`src/sv/vcsh_pkg.sv`:
```
`timescale 1ns / 1ps
`default_nettype none
// ----------------------------------------------------------------------------
// Voxel chunk store package
// Grid geometry, memory widths, command and neighbor step codes, and the
// shared address helpers.
// ----------------------------------------------------------------------------
package vcsh_pkg;

    // Grid geometry
    localparam int SIDE   = 16;
    localparam int HEIGHT = 16;
    localparam int CELLS  = SIDE * SIDE * HEIGHT;
    localparam int COLS   = SIDE * SIDE;
    localparam int TOP_Y  = HEIGHT - 1;
    localparam int EDGE   = SIDE - 1;

    // Field and memory widths
    localparam int COORD_W   = 4;
    localparam int ID_W      = 8;
    localparam int BORDER_W  = 4;
    localparam int MASK_W    = 6;
    localparam int OUT_HGT_W = 4;
    localparam int VOX_AW    = $clog2(CELLS);
    localparam int COL_AW    = $clog2(COLS);
    localparam int HW        = (HEIGHT > 2) ? $clog2(HEIGHT) : 1;

    localparam int S_TDATA_W = 24;
    localparam int M_TDATA_W = 24;

    typedef enum logic [1:0] {
        CMD_WRITE = 2'd0,
        CMD_QUERY = 2'd1,
        CMD_CLEAR = 2'd2,
        CMD_SPARE = 2'd3
    } cmd_t;

    // Cell reads of one query, in issue order; up..back map to mask bits 0..5
    typedef enum logic [2:0] {
        STEP_SELF  = 3'd0,
        STEP_UP    = 3'd1,
        STEP_DOWN  = 3'd2,
        STEP_LEFT  = 3'd3,
        STEP_RIGHT = 3'd4,
        STEP_FRONT = 3'd5,
        STEP_BACK  = 3'd6
    } step_t;

    typedef struct packed {
        logic              we;
        logic [VOX_AW-1:0] addr;
        logic [ID_W-1:0]   wdata;
    } vox_req_t;

    typedef struct packed {
        logic              we;
        logic [COL_AW-1:0] addr;
        logic [HW-1:0]     wdata;
    } hgt_req_t;

    typedef struct packed {
        logic [VOX_AW-1:0] addr;
        logic              forced;
        logic              fval;
    } nbr_t;

    function automatic logic [VOX_AW-1:0] cell_addr(
        input logic [COORD_W-1:0] x,
        input logic [COORD_W-1:0] y,
        input logic [COORD_W-1:0] z
    );
        return VOX_AW'((int'(x) * HEIGHT + int'(y)) * SIDE + int'(z));
    endfunction

    function automatic logic [COL_AW-1:0] col_addr(
        input logic [COORD_W-1:0] x,
        input logic [COORD_W-1:0] z
    );
        return COL_AW'(int'(x) * SIDE + int'(z));
    endfunction

endpackage
`default_nettype wire

```
`src/sv/vcsh_nbr_unit.sv`:
```
`timescale 1ns / 1ps
`default_nettype none
// ----------------------------------------------------------------------------
// Neighbor address unit
// Map a base position and a step code to the cell address to read, or to a
// fixed visibility bit where the neighbor lies at the grid edge.
// ----------------------------------------------------------------------------
module vcsh_nbr_unit (
    input  wire logic [vcsh_pkg::COORD_W-1:0]  x,
    input  wire logic [vcsh_pkg::COORD_W-1:0]  y,
    input  wire logic [vcsh_pkg::COORD_W-1:0]  z,
    input  wire logic [vcsh_pkg::BORDER_W-1:0] border,
    input  wire vcsh_pkg::step_t               step,
    output vcsh_pkg::nbr_t                     nbr
);

    logic [vcsh_pkg::COORD_W-1:0] nx;
    logic [vcsh_pkg::COORD_W-1:0] ny;
    logic [vcsh_pkg::COORD_W-1:0] nz;
    logic                         forced;
    logic                         fval;

    always_comb begin
        nx     = x;
        ny     = y;
        nz     = z;
        forced = 1'b0;
        fval   = 1'b0;
        case (step)
            vcsh_pkg::STEP_UP: begin
                ny     = y + 1'b1;
                forced = (int'(y) == vcsh_pkg::TOP_Y);
                fval   = 1'b1;
            end
            vcsh_pkg::STEP_DOWN: begin
                ny     = y - 1'b1;
                forced = (y == '0);
                fval   = 1'b1;
            end
            vcsh_pkg::STEP_LEFT: begin
                nx     = x - 1'b1;
                forced = (x == '0);
                fval   = border[0];
            end
            vcsh_pkg::STEP_RIGHT: begin
                nx     = x + 1'b1;
                forced = (int'(x) == vcsh_pkg::EDGE);
                fval   = border[1];
            end
            vcsh_pkg::STEP_FRONT: begin
                nz     = z - 1'b1;
                forced = (z == '0);
                fval   = border[2];
            end
            vcsh_pkg::STEP_BACK: begin
                nz     = z + 1'b1;
                forced = (int'(z) == vcsh_pkg::EDGE);
                fval   = border[3];
            end
            default: begin
                forced = 1'b0;
            end
        endcase
    end

    assign nbr.addr   = vcsh_pkg::cell_addr(nx, ny, nz);
    assign nbr.forced = forced;
    assign nbr.fval   = fval;

endmodule
`default_nettype wire

```
`config.mk`:
```
export PLATFORM = sky130hd
export DESIGN_NAME = vcsh_nbr_unit
export DESIGN_NICKNAME = d
export VERILOG_FILES = /design/src/sv/vcsh_pkg.sv /design/src/sv/vcsh_nbr_unit.sv
export SDC_FILE = /design/constraint.sdc
export NUM_CORES = 1
export LEC_CHECK = 0
export ABC_CLOCK_PERIOD_IN_PS = 1900
export BUFFER_PORTS_ARGS = -buffer_cell sky130_fd_sc_hd__buf_2
export CAP_MARGIN = 20
export CORE_UTILIZATION = 50
export DETAILED_ROUTE_END_ITERATION = 8
export PLACE_DENSITY_LB_ADDON = 0.05
export RECOVER_POWER = 25
export SYNTH_ARGS = -nofsm -noshare
export SYNTH_HDL_FRONTEND = slang
export SYNTH_SLANG_ARGS = --single-unit
```
`constraint.sdc`:
```
create_clock -name vclk -period 1.9
set_input_delay 0.19 -clock vclk [all_inputs]
set_output_delay 0.19 -clock vclk [all_outputs]
set_load 0.01 [all_outputs]
```
After elaboration in Yosys (flattened, before gate mapping) --
Cells that the tools add are included.
Word-level totals: flip-flop bits (word level) 0, input bits 19, output and inout bits 14, word-level logic and storage cells 26
Cells by class: add/sub/neg operators 8, eq/ne operators 9, mux-type cells 5, reduce and logical (&&, ||, !) cells 4
Operators by type and width (count):
- one-hot mux 4 bit (2 select lines) | 3
- adder 12 x 4 -> 12 bit | 1
- adder 4 x 1 -> 4 bit (second input constant) | 3
- equality test 4 x 1 -> 1 bit (second input constant) | 3
- zero test 4 bit | 3
- subtractor 4 x 1 -> 4 bit (second input constant) | 3
- equality test 3 bit (second input constant) | 3
- adder 8 x 4 -> 8 bit | 1
- equality test 3 x 2 -> 1 bit (second input constant) | 2
- one-hot mux 1 bit (6 select lines) | 1
- one-hot mux 1 bit (5 select lines) | 1
- equality test 3 x 1 -> 1 bit (second input constant) | 1
- OR reduction 2 bit | 1

Depth between registers and ports, before layout --
depth after elaboration 4, mapped depth 8, depth with buffers taken out 7

Worst setup path before layout --
Ideal clock, no wire load.
path type input -> output, from in step[1], to out nbr[9] in the netlist's numbering, data arrival time 1.593 ns, data required time 1.710 ns, setup slack 0.117 ns, stages on the path 8, buffers on the path 1, cell sequence buf_2 nand2b_4 nor2_1 ha_1 a21o_1 a21oi_1 mux2i_1 xnor2_1
RTL lines:
- start, declared | RTL line vcsh_nbr_unit.sv:13 | input wire vcsh_pkg::step_t step,
- end, declared | RTL line vcsh_nbr_unit.sv:14 | output vcsh_pkg::nbr_t nbr

==> impl_metrics.ini <==
[detailed_routing]
dr.first_iter.drc_count = 8
vias_per_cell = 5.23
wl_per_cell_um = 11.1
final_antenna_net_count = 0
drt-total-wl_mm = 1.48
firstDrtPassIters = 4
vias = 695
remaining_drc_errors = 0

[setup_path]
required_ns = 1.71
crit_type = input pin to output pin
timing.critical_path.mode_cell = buf_2
path_max_fanout = 4
crit_chain = buf_2 > nand2b_4 > nor2_2 > buf_4 > inv_1 > fa_1 > xnor2_1 > mux2_4 > buf_2
arrival_ns = 1.65
slowest_delay_ns = 0.38
crit_slowest_cell = fa_1
end_kind = output pin
crit_path_start_kind = input pin

[die]
num_io_pins = 33
dieArea_um2 = 1560
die_x_um = 39.4
core-area_um2 = 1300
start_util = 0.538
die_h_um = 39.4
num_rows = 13

[cells_and_area]
layout_common_cells = 33 x buf_2, 11 x ha_1, 8 x buf_4
n_fill_cell = 103
syn_to_final_growth_pct = 35.2
final_cell_count_no_fill = 133
nets = 154
diodes = 0
layout_commonest_cell = buf_2
n_clock_buffer = 0
seqCellArea_um2 = 0
multi_input_area_um2 = 677
seq_cell_count = 0
drive_gt1_frac = 0.475
fin_area_um2 = 947

[run_status]
status = complete, no violations

[grt]
grt_max_degree = 8
grt_pass1_vias = 579
antenna_found_initial = 0
gr-total-overflow = 0
grtUsageTotal = 0.201
grt_pass1_wl_mm = 2.28

[sta]
slew_headroom = 0.787
worst_slew_pin_slew_ns = 0.317
fmax_ghz = 0.544
timing.final.crit_period_ns = 1.84
setup_slack_ns = 0.0629
finalHoldViolations = 0
holdWs_ns = 0.658
setup_viol = 0
min_period_over_period = 0.967
fin_tns_setup_ns = 0
rsz0062_at_grt = yes
slew_violations = 0

[placed_design]
place_ws_ns = 0.0217
port_buffers = 33
gp_congestion = 0.700
hpwl_mm = 1.28
dp_cells = 133
post_dp_cell_area_um2 = 925

[hold_path]
worst_hold_path.endpoint = nbr[0]
hp-start = border[2]
hold_path_depth = 4
hold_class = input pin to output pin

[logic_synthesis]
syn_inst = 80
yosysSeqAreaShare = 0
yosysWarnings = 0
synth_compound_area_frac = 0.220
synth_area_um2 = 701
synthMuxAreaShare = 0.134
synth_xor_area_frac = 0.112
synth_nets = 114
syn_area_per_cell_um2 = 8.76
synth_fa_ha_area_frac = 0.300
yosys.area_share.simple = 0.168
ys_types = 33
synth_top_family_by_area = adder cells

[clocking]
cts_setup_buffers = 0

[power_and_ir_drop]
peakVddDrop_uv = 122
power_leakage_uw = 0.000510
p_per_area_nw_per_um2 = 242

[run]
drv_cap = 0
==> routing by layer <==
layer  routed length (um)  global-route usage  vias to the layer above  part of all wire
li1                     -                   -                      361                 -
met1                  731               0.279                      310              0.50
met2                  668               0.348                       22              0.45
met3                   54                   0                        2             0.037
met4                   21              0.0345                        0             0.014
met5                    0                   0                        -                 0
==> cell families after synthesis <==
logic type	after synthesis
adder cells (fa/ha/maj)	15
buffers and inverters	10
XOR/XNOR	9
multiplexers	8
AND/OR/NAND/NOR	18
AO/OA/AOI/OAI	20
==> Yosys cell counts, types with 2 or more instances <==
| cell | instances | area, um^2 |
|---|---|---|
| mux2_4 | 2 | 30.0 |
| buf_4 | 2 | 15.0 |
| a21oi_1 | 4 | 20.0 |
| mux2_1 | 3 | 33.8 |
| mux2i_1 | 3 | 30.0 |
| xor2_1 | 3 | 26.3 |
| inv_1 | 6 | 22.5 |
| a21o_1 | 3 | 22.5 |
| nor2_1 | 5 | 18.8 |
| nand2_1 | 5 | 18.8 |
| o21ai_1 | 2 | 10.0 |
| fa_1 | 3 | 60.1 |
| ha_1 | 12 | 150 |
| xnor2_1 | 6 | 52.6 |
| nand2b_4 | 3 | 41.3 |
==> repair_timing <==
action	in CTS	in global routing
resized for setup	0	4
hold buffers	0	0
setup endpoints to repair	0	4
==> power breakdown <==
part | internal [uW] | switching [uW]
clock network | 0 | 0
registers | 0 | 0
logic | 115 | 114
total | 115 | 114
==> worst max path at each step <==
stage,start,to,slack (ns),depth (start not counted)
floorplan,step[1],nbr[9],0.12,8
global placement,step[0],nbr[9],0.04,9
detailed placement,step[0],nbr[9],0.02,9
CTS,step[0],nbr[8],0.02,9
global route,step[0],nbr[5],-0.003,9
finish,step[0],nbr[8],0.06,9
==> area by class of cell <==
type               count  area share
well taps             15      0.0198
repair buffers        41       0.238
multi-input cells     70       0.715
inverters              7      0.0277
==> worst max-delay path, delay by kind of cell <==
family                   cells  cell delay [ns]
multiplexers                 1             0.25
buffers and inverters        4             0.44
XOR/XNOR                     1             0.14
AND/OR/NAND/NOR              2             0.25
adder cells (fa/ha/maj)      1             0.38
==> per-stage QoR <==
| stage | power, uW | utilization |
|---|---|---|
| detailed placement | 223 | 0.711 |
| finish | 230 | 0.728 |
| floorplan | 136 | - |
| global route | 256 | 0.728 |
| CTS | 224 | 0.711 |
| global placement | 216 | 0.711 |
Power figures use the tool's default switching activity.
